## src/rtl/core/gkb_pkg.sv

```systemverilog
// Shared types and constants of the gaussian kernel builder.
// No dependencies; gkb_div, gkb_datapath, gkb_ctrl and the top level take names from here by scope.
`timescale 1ns / 1ps

package gkb_pkg;

    // shared divider geometry
    localparam int DIV_NW = 45;   // dividend bits
    localparam int DIV_DW = 36;   // divisor bits
    localparam int DIV_QW = 24;   // kept quotient bits, overflow is sticky
    localparam int DIV_CW = 6;    // iteration counter

    localparam logic [23:0] T_LIMIT = 24'd2097152;   // 32.0 in Q16
    localparam logic [16:0] LOG2E_Q16 = 17'd94548;
    localparam logic [6:0]  N_LIMIT = 7'd16;
    localparam logic [39:0] RECIP_ONE = 40'h80_0000_0000;  // 2^39
    localparam logic [40:0] OUT_ROUND = 41'h00_0040_0000;  // 2^22

    typedef enum logic [3:0] {
        OP_NONE,
        OP_LOAD,
        OP_SETUP,
        OP_TAP,
        OP_EXPU,
        OP_HORNER,
        OP_RAW,
        OP_RECIP,
        OP_INV,
        OP_RDMEM,
        OP_OUT,
        OP_NEXT,
        OP_BAD
    } t_op;

    typedef struct packed {
        t_op op;
    } t_cmd;

    typedef struct packed {
        logic bad;        // latched request is rejected
        logic div_done;   // divider quotient valid this cycle
        logic k_zero;     // last polynomial step
        logic last_tap;   // tap index at +r
        logic out_last;   // result register holds the final result
    } t_stat;

    // ln2^k / k! in Q30
    function automatic logic [30:0] exp2_coef(input logic [2:0] k);
        logic [30:0] c;
        case (k)
            3'd0:    c = 31'd1073741824;
            3'd1:    c = 31'd744261118;
            3'd2:    c = 31'd257941248;
            3'd3:    c = 31'd59597084;
            3'd4:    c = 31'd10327388;
            3'd5:    c = 31'd1431680;
            3'd6:    c = 31'd165394;
            default: c = 31'd0;
        endcase
        return c;
    endfunction

endpackage

```

## src/rtl/core/gkb_if.sv

```systemverilog
// Request and result channel interfaces of the gaussian kernel builder.
// Plain valid/ready channels; no dependencies.
`timescale 1ns / 1ps

interface gkb_req_if;
    logic        valid;
    logic        ready;
    logic [15:0] radius_q8;
    logic [15:0] sigma_q8;

    modport source (output valid, radius_q8, sigma_q8, input ready);
    modport sink   (input valid, radius_q8, sigma_q8, output ready);
endinterface

interface gkb_res_if;
    logic              valid;
    logic              ready;
    logic [15:0]       weight;
    logic signed [5:0] tap_offset;
    logic              last;
    logic              bad_request;

    modport source (output valid, weight, tap_offset, last, bad_request, input ready);
    modport sink   (input valid, weight, tap_offset, last, bad_request, output ready);
endinterface

```

## src/rtl/core/gkb_div.sv

```systemverilog
// Restoring divider, one quotient bit per cycle, shared by taps and reciprocal.
// Uses gkb_pkg for its widths.
`timescale 1ns / 1ps

module gkb_div (
    input  logic                          i_clk,
    input  logic                          i_rst_n,
    input  logic                          i_start,
    input  logic [gkb_pkg::DIV_NW-1:0]    i_num,
    input  logic [gkb_pkg::DIV_DW-1:0]    i_den,
    output logic                          o_done,
    output logic [gkb_pkg::DIV_QW-1:0]    o_quot,
    output logic                          o_ovf
);

    localparam int NW = gkb_pkg::DIV_NW;
    localparam int DW = gkb_pkg::DIV_DW;
    localparam int QW = gkb_pkg::DIV_QW;
    localparam int CW = gkb_pkg::DIV_CW;

    logic          r_busy;
    logic          r_done;
    logic [CW-1:0] r_cnt;
    logic [NW-1:0] r_num;
    logic [DW-1:0] r_den;
    logic [DW-1:0] r_rem;
    logic [QW-1:0] r_quot;
    logic          r_ovf;

    logic [DW:0] rem_sh;
    logic [DW:0] diff;
    logic        ge;

    assign rem_sh = {r_rem, r_num[NW-1]};
    assign ge     = rem_sh >= {1'b0, r_den};
    assign diff   = rem_sh - {1'b0, r_den};

    always_ff @(posedge i_clk) begin
        if (!i_rst_n) begin
            r_busy <= 1'b0;
            r_done <= 1'b0;
            r_cnt  <= '0;
        end else begin
            r_done <= 1'b0;
            if (i_start) begin
                r_busy <= 1'b1;
                r_cnt  <= '0;
            end else if (r_busy) begin
                r_cnt <= r_cnt + 1'b1;
                if (r_cnt == CW'(NW - 1)) begin
                    r_busy <= 1'b0;
                    r_done <= 1'b1;
                end
            end
        end
    end

    // datapath of the divider, no reset
    always_ff @(posedge i_clk) begin
        if (i_start) begin
            r_num  <= i_num;
            r_den  <= i_den;
            r_rem  <= '0;
            r_quot <= '0;
            r_ovf  <= 1'b0;
        end else if (r_busy) begin
            r_num  <= {r_num[NW-2:0], 1'b0};
            r_rem  <= ge ? diff[DW-1:0] : rem_sh[DW-1:0];
            r_quot <= {r_quot[QW-2:0], ge};
            r_ovf  <= r_ovf | r_quot[QW-1];
        end
    end

    assign o_done = r_done;
    assign o_quot = r_quot;
    assign o_ovf  = r_ovf;

endmodule

```

## src/rtl/core/gkb_datapath.sv

```systemverilog
// Datapath: operand registers, exp polynomial, tap store, sum and scaling.
// Uses gkb_pkg and instantiates gkb_div.
`timescale 1ns / 1ps

module gkb_datapath #(
    parameter int MAX_RADIUS = 16
) (
    input  logic               i_clk,
    input  logic               i_rst_n,
    input  gkb_pkg::t_cmd      i_cmd,
    output gkb_pkg::t_stat     o_stat,
    input  logic [15:0]        i_radius_q8,
    input  logic [15:0]        i_sigma_q8,
    output logic [15:0]        o_weight,
    output logic signed [5:0]  o_tap_offset,
    output logic               o_last,
    output logic               o_bad_request
);

    localparam int DEPTH = 2 * MAX_RADIUS + 1;
    localparam int IW    = $clog2(DEPTH);
    localparam int RW    = $clog2(MAX_RADIUS + 1);
    localparam logic [16:0] BAD_LIM = 17'(MAX_RADIUS * 256);

    logic [15:0]   r_radius;
    logic [17:0]   r_q;
    logic [RW-1:0] r_r;
    logic [IW-1:0] r_idx;
    logic [35:0]   r_qsq;
    logic          r_zero;
    logic [6:0]    r_n;
    logic [15:0]   r_f;
    logic [30:0]   r_p;
    logic [2:0]    r_k;
    logic [22:0]   r_sum;
    logic [23:0]   r_inv;
    logic [16:0]   r_rd;
    logic [16:0]   r_mem [DEPTH];

    logic [15:0]       r_o_weight;
    logic signed [5:0] r_o_offset;
    logic              r_o_last;
    logic              r_o_bad;

    // tap geometry
    logic [6:0]  off7;
    logic [5:0]  abs6;
    logic [11:0] sq;
    logic [13:0] x9;
    logic        last_tap;

    assign off7     = 7'(r_idx) - 7'(r_r);
    assign abs6     = off7[6] ? 6'(-off7) : off7[5:0];
    assign sq       = abs6 * abs6;
    assign x9       = sq[9:0] * 14'd9;
    assign last_tap = r_idx == IW'({r_r, 1'b0});

    // divider
    logic                           div_start;
    logic [gkb_pkg::DIV_NW-1:0]     div_num;
    logic [gkb_pkg::DIV_DW-1:0]     div_den;
    logic                           div_done;
    logic [gkb_pkg::DIV_QW-1:0]     div_quot;
    logic                           div_ovf;

    assign div_start = (i_cmd.op == gkb_pkg::OP_TAP) || (i_cmd.op == gkb_pkg::OP_RECIP);
    assign div_num   = (i_cmd.op == gkb_pkg::OP_RECIP)
                     ? gkb_pkg::DIV_NW'(gkb_pkg::RECIP_ONE + 40'(r_sum >> 1))
                     : {x9, 31'd0};
    assign div_den   = (i_cmd.op == gkb_pkg::OP_RECIP) ? 36'(r_sum) : r_qsq;

    gkb_div u_div (
        .i_clk   (i_clk),
        .i_rst_n (i_rst_n),
        .i_start (div_start),
        .i_num   (div_num),
        .i_den   (div_den),
        .o_done  (div_done),
        .o_quot  (div_quot),
        .o_ovf   (div_ovf)
    );

    // combinational arithmetic of each step
    logic [17:0] q_in;
    logic [35:0] qsq;
    logic        t_big;
    logic [38:0] uprod;
    logic [46:0] hprod;
    logic [30:0] hs;
    logic [30:0] coef;
    logic [30:0] p_next;
    logic        raw_zero;
    logic [4:0]  sh;
    logic [31:0] rnd;
    logic [31:0] s32;
    logic [16:0] raw;
    logic [40:0] oprod;
    logic [40:0] oadd;
    logic [17:0] w18;

    assign q_in   = (i_sigma_q8 != 16'd0) ? 18'(i_sigma_q8) * 18'd3 : 18'(i_radius_q8);
    assign qsq    = r_q * r_q;
    assign t_big  = div_ovf || (div_quot > gkb_pkg::T_LIMIT);
    assign uprod  = div_quot[21:0] * gkb_pkg::LOG2E_Q16;
    assign hprod  = r_p * r_f;
    assign hs     = hprod[46:16];
    assign coef   = gkb_pkg::exp2_coef(r_k);
    assign p_next = (hs > coef) ? 31'd0 : coef - hs;

    assign raw_zero = r_zero || (r_n > gkb_pkg::N_LIMIT);
    assign sh       = 5'd14 + r_n[4:0];
    assign rnd      = 32'd1 << (sh - 5'd1);
    assign s32      = {1'b0, r_p} + rnd;
    assign raw      = raw_zero ? 17'd0 : 17'(s32 >> sh);

    assign oprod = r_rd * r_inv;
    assign oadd  = oprod + gkb_pkg::OUT_ROUND;
    assign w18   = oadd[40:23];

    always_ff @(posedge i_clk) begin
        if (!i_rst_n) begin
            r_idx <= '0;
            r_sum <= '0;
            r_inv <= '0;
        end else begin
            unique case (i_cmd.op)
                gkb_pkg::OP_LOAD: begin
                    r_radius <= i_radius_q8;
                    r_q      <= q_in;
                    r_r      <= RW'((17'(i_radius_q8) + 17'd255) >> 8);
                    r_idx    <= '0;
                    r_sum    <= '0;
                end
                gkb_pkg::OP_SETUP: begin
                    r_qsq <= qsq;
                end
                gkb_pkg::OP_EXPU: begin
                    r_zero <= t_big;
                    r_n    <= uprod[38:32];
                    r_f    <= uprod[31:16];
                    r_p    <= gkb_pkg::exp2_coef(3'd6);
                    r_k    <= 3'd5;
                end
                gkb_pkg::OP_HORNER: begin
                    r_p <= p_next;
                    r_k <= r_k - 3'd1;
                end
                gkb_pkg::OP_RAW: begin
                    r_sum <= r_sum + 23'(raw);
                    r_idx <= last_tap ? '0 : r_idx + 1'b1;
                end
                gkb_pkg::OP_INV: begin
                    r_inv <= div_quot;
                end
                gkb_pkg::OP_OUT: begin
                    r_o_weight <= (w18 > 18'd65535) ? 16'hFFFF : w18[15:0];
                    r_o_offset <= off7[5:0];
                    r_o_last   <= last_tap;
                    r_o_bad    <= 1'b0;
                end
                gkb_pkg::OP_NEXT: begin
                    r_idx <= r_idx + 1'b1;
                end
                gkb_pkg::OP_BAD: begin
                    r_o_weight <= '0;
                    r_o_offset <= '0;
                    r_o_last   <= 1'b1;
                    r_o_bad    <= 1'b1;
                end
                default: begin
                end
            endcase
        end
    end

    // tap store
    always_ff @(posedge i_clk) begin
        if (i_cmd.op == gkb_pkg::OP_RAW) begin
            r_mem[r_idx] <= raw;
        end
    end

    always_ff @(posedge i_clk) begin
        if (i_cmd.op == gkb_pkg::OP_RDMEM) begin
            r_rd <= r_mem[r_idx];
        end
    end

    assign o_stat.bad      = (r_radius == 16'd0) || ({1'b0, r_radius} > BAD_LIM);
    assign o_stat.div_done = div_done;
    assign o_stat.k_zero   = r_k == 3'd0;
    assign o_stat.last_tap = last_tap;
    assign o_stat.out_last = r_o_last;

    assign o_weight      = r_o_weight;
    assign o_tap_offset  = r_o_offset;
    assign o_last        = r_o_last;
    assign o_bad_request = r_o_bad;

endmodule

```

## src/rtl/core/gkb_ctrl.sv

```systemverilog
// Sequencer of the gaussian kernel builder; drives datapath commands and handshakes.
// Uses gkb_pkg for command and status types.
`timescale 1ns / 1ps

module gkb_ctrl (
    input  logic            i_clk,
    input  logic            i_rst_n,
    input  logic            i_req_valid,
    output logic            o_req_ready,
    output logic            o_res_valid,
    input  logic            i_res_ready,
    input  gkb_pkg::t_stat  i_stat,
    output gkb_pkg::t_cmd   o_cmd
);

    typedef enum logic [3:0] {
        S_IDLE,
        S_CHECK,
        S_TAP,
        S_DIV,
        S_HORNER,
        S_RAW,
        S_RECIP,
        S_RDIV,
        S_RD,
        S_OUT,
        S_WAIT
    } t_state;

    t_state r_state;
    t_state n_state;
    logic   r_in_ready;
    logic   n_in_ready;
    logic   r_out_valid;
    logic   n_out_valid;
    gkb_pkg::t_op op;

    always_comb begin
        n_state     = r_state;
        n_in_ready  = r_in_ready;
        n_out_valid = r_out_valid;
        op          = gkb_pkg::OP_NONE;
        unique case (r_state)
            S_IDLE: begin
                if (i_req_valid && r_in_ready) begin
                    op         = gkb_pkg::OP_LOAD;
                    n_in_ready = 1'b0;
                    n_state    = S_CHECK;
                end
            end
            S_CHECK: begin
                if (i_stat.bad) begin
                    op          = gkb_pkg::OP_BAD;
                    n_out_valid = 1'b1;
                    n_state     = S_WAIT;
                end else begin
                    op      = gkb_pkg::OP_SETUP;
                    n_state = S_TAP;
                end
            end
            S_TAP: begin
                op      = gkb_pkg::OP_TAP;
                n_state = S_DIV;
            end
            S_DIV: begin
                if (i_stat.div_done) begin
                    op      = gkb_pkg::OP_EXPU;
                    n_state = S_HORNER;
                end
            end
            S_HORNER: begin
                op = gkb_pkg::OP_HORNER;
                if (i_stat.k_zero) begin
                    n_state = S_RAW;
                end
            end
            S_RAW: begin
                op      = gkb_pkg::OP_RAW;
                n_state = i_stat.last_tap ? S_RECIP : S_TAP;
            end
            S_RECIP: begin
                op      = gkb_pkg::OP_RECIP;
                n_state = S_RDIV;
            end
            S_RDIV: begin
                if (i_stat.div_done) begin
                    op      = gkb_pkg::OP_INV;
                    n_state = S_RD;
                end
            end
            S_RD: begin
                op      = gkb_pkg::OP_RDMEM;
                n_state = S_OUT;
            end
            S_OUT: begin
                op          = gkb_pkg::OP_OUT;
                n_out_valid = 1'b1;
                n_state     = S_WAIT;
            end
            S_WAIT: begin
                if (i_res_ready) begin
                    n_out_valid = 1'b0;
                    if (i_stat.out_last) begin
                        n_in_ready = 1'b1;
                        n_state    = S_IDLE;
                    end else begin
                        op      = gkb_pkg::OP_NEXT;
                        n_state = S_RD;
                    end
                end
            end
            default: begin
                n_state = S_IDLE;
            end
        endcase
    end

    always_ff @(posedge i_clk) begin
        if (!i_rst_n) begin
            r_state     <= S_IDLE;
            r_in_ready  <= 1'b1;
            r_out_valid <= 1'b0;
        end else begin
            r_state     <= n_state;
            r_in_ready  <= n_in_ready;
            r_out_valid <= n_out_valid;
        end
    end

    assign o_cmd.op    = op;
    assign o_req_ready = r_in_ready;
    assign o_res_valid = r_out_valid;

    a_one_side: assert property (@(posedge i_clk) disable iff (!i_rst_n)
        !(r_out_valid && r_in_ready))
        else $error("request and result sides open together");

    a_div_state: assert property (@(posedge i_clk) disable iff (!i_rst_n)
        i_stat.div_done |-> (r_state == S_DIV || r_state == S_RDIV))
        else $error("divider finished outside a wait state");

    a_reopen: assert property (@(posedge i_clk) disable iff (!i_rst_n)
        (r_out_valid && i_res_ready && i_stat.out_last) |=> r_in_ready)
        else $error("request side not reopened after final result");

    a_valid_wait: assert property (@(posedge i_clk) disable iff (!i_rst_n)
        r_out_valid |-> r_state == S_WAIT)
        else $error("result shown outside the wait state");

endmodule

```

## src/rtl/core/gaussian_kernel_builder.sv

```systemverilog
// Top level of the gaussian kernel builder: sequencer plus datapath.
// Uses gkb_pkg, gkb_req_if, gkb_res_if, gkb_ctrl and gkb_datapath.
`timescale 1ns / 1ps

// Channel  | Dir | Handshake     | Payload
// i_req    | in  | valid / ready | radius_q8, sigma_q8 (unsigned 8.8)
// o_res    | out | valid / ready | weight Q0.16, tap_offset, last, bad_request
//
// One request at a time. A rejected request answers with a single result. A
// valid request computes each tap's exp weight with the shared bit-serial
// divider and six polynomial steps, then the reciprocal of the sum with the
// same divider, then for each result reads the tap store and scales it.
// Reset is synchronous, active low; no clearing pass is needed.
// A stalled result holds the sequencer in its wait state; requests are taken
// again once the last result of the request is accepted.

module gaussian_kernel_builder #(
    parameter int MAX_RADIUS = 16
) (
    input  logic          i_clk,
    input  logic          i_rst_n,
    gkb_req_if.sink       i_req,
    gkb_res_if.source     o_res
);

    gkb_pkg::t_cmd  cmd;
    gkb_pkg::t_stat stat;

    // sequencer: owns the handshakes and steps the datapath
    gkb_ctrl u_ctrl (
        .i_clk       (i_clk),
        .i_rst_n     (i_rst_n),
        .i_req_valid (i_req.valid),
        .o_req_ready (i_req.ready),
        .o_res_valid (o_res.valid),
        .i_res_ready (o_res.ready),
        .i_stat      (stat),
        .o_cmd       (cmd)
    );

    // datapath: tap weights, sum, reciprocal and scaled result register
    gkb_datapath #(
        .MAX_RADIUS (MAX_RADIUS)
    ) u_dp (
        .i_clk         (i_clk),
        .i_rst_n       (i_rst_n),
        .i_cmd         (cmd),
        .o_stat        (stat),
        .i_radius_q8   (i_req.radius_q8),
        .i_sigma_q8    (i_req.sigma_q8),
        .o_weight      (o_res.weight),
        .o_tap_offset  (o_res.tap_offset),
        .o_last        (o_res.last),
        .o_bad_request (o_res.bad_request)
    );

endmodule

```

## src/flat_wrapper.sv

```systemverilog
// flat-port wrapper written by rule: the top's interface ports become plain ports
module gaussian_kernel_builder_flat 
#(
    parameter int MAX_RADIUS = 16
)
  (i_clk, i_rst_n, i_req_valid, i_req_radius_q8, i_req_sigma_q8, i_req_ready, o_res_valid, o_res_weight, o_res_tap_offset, o_res_last, o_res_bad_request, o_res_ready);
  gkb_req_if i_req_i ();
  gkb_res_if o_res_i ();
  input  logic i_clk;
  input  logic i_rst_n;
  input wire logic [$bits(i_req_i.valid)-1:0] i_req_valid;
  input wire logic [$bits(i_req_i.radius_q8)-1:0] i_req_radius_q8;
  input wire logic [$bits(i_req_i.sigma_q8)-1:0] i_req_sigma_q8;
  output wire logic [$bits(i_req_i.ready)-1:0] i_req_ready;
  output wire logic [$bits(o_res_i.valid)-1:0] o_res_valid;
  output wire logic [$bits(o_res_i.weight)-1:0] o_res_weight;
  output wire logic [$bits(o_res_i.tap_offset)-1:0] o_res_tap_offset;
  output wire logic [$bits(o_res_i.last)-1:0] o_res_last;
  output wire logic [$bits(o_res_i.bad_request)-1:0] o_res_bad_request;
  input wire logic [$bits(o_res_i.ready)-1:0] o_res_ready;
  assign i_req_i.valid = i_req_valid;
  assign i_req_i.radius_q8 = i_req_radius_q8;
  assign i_req_i.sigma_q8 = i_req_sigma_q8;
  assign i_req_ready = i_req_i.ready;
  assign o_res_valid = o_res_i.valid;
  assign o_res_weight = o_res_i.weight;
  assign o_res_tap_offset = o_res_i.tap_offset;
  assign o_res_last = o_res_i.last;
  assign o_res_bad_request = o_res_i.bad_request;
  assign o_res_i.ready = o_res_ready;
  gaussian_kernel_builder #(.MAX_RADIUS(MAX_RADIUS)) u_core (.i_clk(i_clk), .i_rst_n(i_rst_n), .i_req(i_req_i), .o_res(o_res_i));
endmodule
```

## config.mk

```make
export PLATFORM = sky130hd
export DESIGN_NAME = gaussian_kernel_builder_flat
export DESIGN_NICKNAME = d
export VERILOG_FILES = /design/src/rtl/core/gkb_pkg.sv /design/src/rtl/core/gkb_if.sv /design/src/rtl/core/gkb_div.sv /design/src/rtl/core/gkb_datapath.sv /design/src/rtl/core/gkb_ctrl.sv /design/src/rtl/core/gaussian_kernel_builder.sv /design/src/flat_wrapper.sv
export SDC_FILE = /design/constraint.sdc
export NUM_CORES = 2
export LEC_CHECK = 0
export ABC_AREA = 1
export BUFFER_PORTS_ARGS = -buffer_cell sky130_fd_sc_hd__buf_2
export CAP_MARGIN = 40
export CORE_AREA = 10 10 483 391
export CTS_CLUSTER_DIAMETER = 80
export CTS_CLUSTER_SIZE = 12
export DETAILED_ROUTE_END_ITERATION = 8
export DIE_AREA = 0 0 493 401
export PLACE_DENSITY_LB_ADDON = 0.1
export SYNTH_ARGS = -nofsm -noshare
export SYNTH_HDL_FRONTEND = slang
export SYNTH_SLANG_ARGS = --single-unit
```

## constraint.sdc

```tcl
create_clock -name i_clk -period 10.55 [get_ports i_clk]
set_input_delay 2.11 -clock i_clk [delete_from_list [all_inputs] [get_ports i_clk]]
set_output_delay 2.11 -clock i_clk [all_outputs]
set_load 0.01 [all_outputs]
```

; Word level (Yosys, flattened, before mapping)
; Memory sizes are Yosys's and may differ from the RTL's. A register that Yosys moved wholly into a read port is not among the register bits.
; Index checks and enable logic that the tools add are counted.
[word_totals]
ff_bits = 366
mem_bits_rw = 561
inputBits = 36
out_inout_bits = 26
elab_cells = 174
memories = 1
[mem_list]
columns = name, words, word_bits, read_ports, rd_ports_with_merged_regs, write_ports, line
row1 = u_core.u_dp.r_mem, 33, 17, 1, 1, 1, gkb_datapath.sv:38  ; logic [16:0] r_mem [DEPTH];
[classes]
add_sub_neg = 14
mul = 7
order_cmp = 6
n_eq_ne = 37
shifts = 2
n_mux = 49
bitwise_logic = 3
reduce_logical = 26
[op_table]
columns = cell, count
row1 = one-hot mux 31 bit (7 select lines), 1
row2 = 2-to-1 mux 45 bit, 3
row3 = one-hot mux 4 bit (11 select lines), 2
row4 = one-hot mux 31 bit (2 select lines), 1
row5 = multiplier 31 x 16 -> 47 bit, 1
row6 = one-hot mux 23 bit (2 select lines), 1
row7 = 2-to-1 mux 4 bit, 11
row8 = "adder 40 x 22 -> 41 bit, first input constant", 1
row9 = "adder 41 x 23 -> 41 bit, second input constant", 1
row10 = multiplier 17 x 24 -> 41 bit, 1
row11 = greater-or-equal comparator 37 x 36 -> 1 bit, 1
row12 = "multiplier 22 x 15 -> 37 bit, second input constant", 1
row13 = multiplier 18 x 18 -> 36 bit, 1
row14 = 2-to-1 mux 36 bit, 1
row15 = subtractor 36 bit, 1
row16 = adder 31 x 32 -> 32 bit, 1
row17 = "equality test 4 x 3 -> 1 bit, second input constant", 8
row18 = "equality test 4 bit, second input constant", 8
row19 = 2-to-1 mux 16 bit, 2
row20 = one-hot mux 16 bit (2 select lines), 1
row21 = "<< shifter 1 x 5 -> 32 bit, first input constant", 1
row22 = right shift 32 x 5 -> 17 bit, 1
row23 = > comparator 31 bit, 1
row24 = 2-to-1 mux 31 bit, 1
row25 = other kinds (51), 92

; Depth between registers and ports, before layout
[logic_depth]
depth_word = 8
depth_mapped = 47
mapped_depth_nobuf = 45

; Modules after synthesis
; From an unflattened synthesis, not the netlist that was laid out.
[unflattened]
cells_unflattened = 10628
area_unflattened_um2 = 91775.5
[modules_own_cells]
columns = mod, instances, cells_each, area_per_inst_um2, seq_area_each_um2
row1 = gkb_datapath, 1, 9305, 82517.9, 23102.2
row2 = gkb_div, 1, 1239, 8774.7, 3813.7
row3 = gkb_ctrl, 1, 84, 483.0, 120.1

; Worst setup path before layout
; Ideal clock, no wire load.
[synth_timing]
kind = register to register
from = register u_core.u_dp.r_f[1]
to = register u_core.u_dp.r_p[28], data pin
setup_ns = 0.256
t_arrival_ns = 7.146
required_time_ns = 10.294
setup_slack_ns = 3.148
stages_incl_launch_ff = 37
path_buffers = 2
period_less_slack_ns = 7.402
cell_sequence = edfxtp_1 > clkbuf_1 > clkbuf_1 > nand2_1 > fa_1 > inv_1 > fa_1 > inv_1 > fa_1 > inv_1 > fa_1 > inv_1 > fa_1 > fa_1 > inv_1 > ha_1 > nand2_1 > inv_1 > nand2_1 > nand2_1 > a21oi_1 > nand2_1 > a21oi_1 > o21bai_1 > a21o_1 > a31oi_1 > xor2_1 > ha_1 > nand2_1 > nor4_1 > nand4_1 > nand3_1 > nand4_1 > nand3_1 > nand2_1 > nand3_1 > a21oi_2
[synth_between]
elab_chain_len = 4
word_cells_on_any_way = 5
classes_between = add/sub (1) / mul (1) / order compare (1) / mux (2)
[synth_rtl]
columns = item, line
row1 = from (decl), gkb_datapath.sv:32  ; logic [15:0] r_f;
row2 = from (signal assigned), gkb_datapath.sv:140  ; r_f <= uprod[31:16];
row3 = multiplier 31 x 16 -> 47 bit (*), gkb_datapath.sv:105  ; assign hprod = r_p * r_f;
row4 = subtractor 31 bit or > comparator 31 bit (tied branches), gkb_datapath.sv:108  ; assign p_next = (hs > coef) ? 31'd0 : coef - hs;
row5 = 2-to-1 mux 31 bit (*), gkb_datapath.sv:108
row6 = one-hot mux 31 bit (2 select lines) (*), gkb_datapath.sv:126  ; unique case (i_cmd.op)
row7 = to (signal assigned), gkb_datapath.sv:141  ; r_p <= gkb_pkg::exp2_coef(3'd6);
row8 = to (signal assigned), gkb_datapath.sv:145  ; r_p <= p_next;
row9 = to (decl), gkb_datapath.sv:33  ; logic [30:0] r_p;
; Mark *: on every way between the ends. The rest lies on a longest branch, timed or not.
; A chain may end at the register's enable or synchronous reset.

; Worst setup path after layout
[layout_timing]
from = register u_core.u_dp.r_p[7]
to = register u_core.u_dp.r_p[25], data pin
[layout_between]
elab_chain_len = 4
word_cells_on_any_way = 5
classes_between = add/sub (1) / mul (1) / order compare (1) / mux (2)
[layout_rtl]
columns = item, line
row1 = multiplier 31 x 16 -> 47 bit (*), gkb_datapath.sv:105
row2 = subtractor 31 bit or > comparator 31 bit (tied branches), gkb_datapath.sv:108
row3 = 2-to-1 mux 31 bit (*), gkb_datapath.sv:108
row4 = one-hot mux 31 bit (2 select lines) (*), gkb_datapath.sv:126
; Marks and branches as above.

==> impl_metrics.csv <==
group,metric,value,unit
finish,fill_cells,16600,
clocking,cts_tree,"done",
critical_path,crit_arrival,9420,ps
placed_design,detailed_place.area,94400,µm²
sta,hold_viol,0,
sta,whs,475,ps
clocking,clock_latency,770,ps
sta,period_share,84.9,%
clocking,ctsRootBufferMaster,"clkbuf_16",
critical_path,crit_cells,35,
detailed_routing,num_vias,68700,
critical_path,critPathMaxStageDelay,990,ps
die,placementRows,139,
detailed_routing,route.detailed.drc,0,
grt,overflow,0,
clocking,cts_setup_buffers,0,
sta,worst_slew_pin_slew,987,ps
logic_synthesis,synth_nets,12100,
grt,grt_max_degree,73,
grt,antenna_found_initial,3,
clocking,path_clk_slew,70,ps
critical_path,cp_data_required_time,11010,ps
critical_path,r2r-start,"u_core.u_dp.r_p[7]",
clocking,cts_buffers,92,
sta,fin_skew,94.9,ps
grt,grt_use_met1,38.1,%
logic_synthesis,syn_area,90700,µm²
die,core_area,179000,µm²
logic_synthesis,yosys.area.top_type,"edfxtp_1",
detailed_routing,dr.pass1.iters,6,
clocking,cts_sinks,943,
logic_synthesis,synth_area_leaders,"edfxtp_1, fa_1, nand2_1",
detailed_routing,vias_per_cell,5.41,
clocking,htree_levels,3,
sta,finalCriticalPeriod,8960,ps
grt,grt_util_met2,39.3,%
logic_synthesis,synth-async-reset-ratio,0,%
critical_path,path_buf_inv,7,
critical_path,path_class,"flop to flop",
finish,drive_above_1_share,4.76,%
finish,nets,12100,
sta,finalSetupViolations,0,
logic_synthesis,synth-main-ff-cell,"edfxtp_1",
run,maxCapViolCount,0,
critical_path,cp-endpoint,"u_core.u_dp.r_p[25]",
critical_path,cp_slowest_cell,"edfxtp_1",
sta,setup-tns-final,0,ps
detailed_routing,drt_wl_total,252000,µm
sta,maxSlewViolCount,0,
grt,grt_pass1_wl,402000,µm
logic_synthesis,syn-instance-count,10300,
hold_path,min_path_type,"flop to flop",
critical_path,cp_top_family,"adder cells",
critical_path,rrSetupSlack,1590,ps
logic_synthesis,ys_seq_area_share,29.8,%
finish,fin_area,97200,µm²
clocking,cts_resized,0,
sta,rsz0062_at_grt,"false",
logic_synthesis,synth-seq-cells,943,
sta,fmax,0.112,GHz
grt,groute.layer.met3.usage,3.87,%
finish,utilization,54.4,%
placed_design,dp_hpwl,192000,µm
die,start_util,50.7,%
finish,syn2layout_area_growth,7.24,%
critical_path,start_kind,"flop",
finish,multi_input_comb_area,53600,µm²
die,io_pins,62,
die,die_w,493,µm
logic_synthesis,ys_types,68,
die,die_h,401,µm
finish,antennaDiodeCount,0,
critical_path,timing.rr.end,"u_core.u_dp.r_p[25]",
sta,slew_headroom,34.2,%
grt,first_global_vias,70100,
critical_path,rr_worst_depth,35,
placed_design,portBuffers,61,
finish,seq_area,27000,µm²
critical_path,worst_setup_path_end_kind,"flop",
outcome,status,"finished clean",
critical_path,path_max_fanout,17,
detailed_routing,drt_iter0_markers,5876,
logic_synthesis,synth_top_area_share,27.0,%
detailed_routing,ant_nets,0,
grt,grtUsageTotal,25.5,%
grt,grt-busiest-layer,"met2",
logic_synthesis,synth_edf_count,815,
logic_synthesis,ys_warn_count,0,
clocking,hold_buffers,0,
placed_design,place_congestion,0.954,
critical_path,cpMostUsedCell,"nand2_1",
critical_path,critPathLaunch,"u_core.u_dp.r_p[7]",
detailed_routing,wl_per_cell,19.9,µm
logic_synthesis,syn-mean-instance-area,8.82,µm²
die,die_area,198000,µm²
clocking,clockBufferDepth,3,
==> worst min-delay path: cells and delay by family, from the launching register on <==
kind	cells	cell delay, ps
flip-flops	1	330
AND/OR/NAND/NOR	2	110
==> per-layer routing <==
layer | wire, µm | vias to the layer above | part of all wire, %
met5 | 23 | - | 0.0091
met4 | 5380 | 4 | 2.1
met3 | 18700 | 308 | 7.4
met2 | 111000 | 2309 | 44
met1 | 117000 | 34100 | 46
li1 | - | 32100 | -
==> through the flow <==
step	setup WS, ps	cells
5_1_grt	933	12700
3_3_place_gp	1600	12500
3_5_place_dp	1740	12500
4_1_cts	1690	12700
6_report	1590	12700
2_1_floorplan	3150	10300
==> placed cells by master, fill, tap and decap left out, types with 18 or more instances in the layout <==
master     synthesis  final
a21o_1            27     27
a221oi_1          67     67
inv_1           2301   2299
ha_1             715    715
nor3_1            53     46
fa_1            1067   1067
buf_4              6    156
clkbuf_1         319     56
edfxtp_1         815    815
nor2_2             9     31
o21ai_0          240    240
xor2_1           117    117
a31oi_1           43     43
nand2_1         2429   2428
a22o_1            53     53
nand3_1          410    410
nor2_1           471    446
a21oi_1          400    398
o21bai_1          21     21
a22oi_1          117    117
dfxtp_1          128    128
clkbuf_16          0     92
xnor2_1           81     81
nand4_1          113    113
or2_2             21     21
buf_2             22     61
o211ai_1          18     18
==> Yosys cell counts (all sizes together) (2+ instances only) <==
cell,n
a2111oi,2
a211oi,12
a21boi,14
a21o,27
a21oi,408
a221oi,67
a22o,53
a22oi,117
a31o,3
a31oi,43
a32o,2
a41oi,2
and2,5
and3,4
buf,60
clkbuf,319
clkinv,5
dfxtp,128
edfxtp,815
fa,1067
ha,715
inv,2313
nand2,2449
nand3,415
nand3b,14
nand4,113
nor2,487
nor3,55
nor4,15
o2111ai,6
o211ai,18
o21a,12
o21ai,249
o21bai,22
o221ai,4
o22ai,4
o311ai,2
o31ai,7
or2,21
xnor2,83
xor2,117
==> sequential cells by signal, indices dropped and copies added (netlist names), 7 cells and up <==
register                  cells
u_core.u_dp.r_q              18
u_core.u_dp.r_inv            24
u_core.u_dp.u_div.r_den      36
u_core.u_dp.r_radius         16
u_core.u_dp.r_mem           561
u_core.u_dp.r_qsq            35
u_core.u_dp.u_div.r_num      45
u_core.u_dp.r_f              16
u_core.u_dp.r_sum            23
u_core.u_dp.r_n               7
u_core.u_dp.r_p              31
u_core.u_dp.r_rd             17
u_core.u_dp.u_div.r_rem      36
u_core.u_dp.o_weight         16
u_core.u_dp.u_div.o_quot     24
==> cell families (layout without fill, tap and decap cells) <==
group / Yosys count / in the layout / share of synthesized area (%)
AOI/OAI and AO/OA: 1077 / 1077 / 7.32
xor gates and xnor gates: 200 / 200 / 1.96
adders and majority gates: 1782 / 1782 / 33.4
buffers and inverters: 2697 / 2730 / 11.3
DFF: 943 / 943 / 29.8
muxes: 1 / 1 / 0.0124
and+or+nand+nor: 3578 / 3578 / 16.2
==> area by class of cell <==
class	instances	share of cell area, %
Clock buffer	151	2.62
Clock inverter	16	0.309
Inverter	2318	8.95
Multi-Input combinational cell	6638	55.1
Sequential cell	943	27.8
Tap cell	2397	3.08
Timing Repair Buffer	245	2.13
==> worst min-delay path by stage <==
stage                           startpoint                          end  slack, ps  depth (start not counted)
5_1_grt        u_core.u_dp.u_div.r_rem[32]  u_core.u_dp.u_div.r_rem[32]        500                          2
3_5_place_dp   u_core.u_dp.u_div.r_rem[31]  u_core.u_dp.u_div.r_rem[31]        470                          2
4_1_cts        u_core.u_dp.u_div.r_rem[31]  u_core.u_dp.u_div.r_rem[31]        480                          2
3_3_place_gp   u_core.u_dp.u_div.r_rem[31]  u_core.u_dp.u_div.r_rem[31]        460                          2
6_report       u_core.u_dp.u_div.r_rem[31]  u_core.u_dp.u_div.r_rem[31]        470                          2
2_1_floorplan           u_core.u_dp.r_q[0]         u_core.u_dp.r_qsq[0]        420                          0
Power is left out: the tool's default activity adds up to more than one toggle a clock period on the data nets, which glitch-free logic cannot reach.
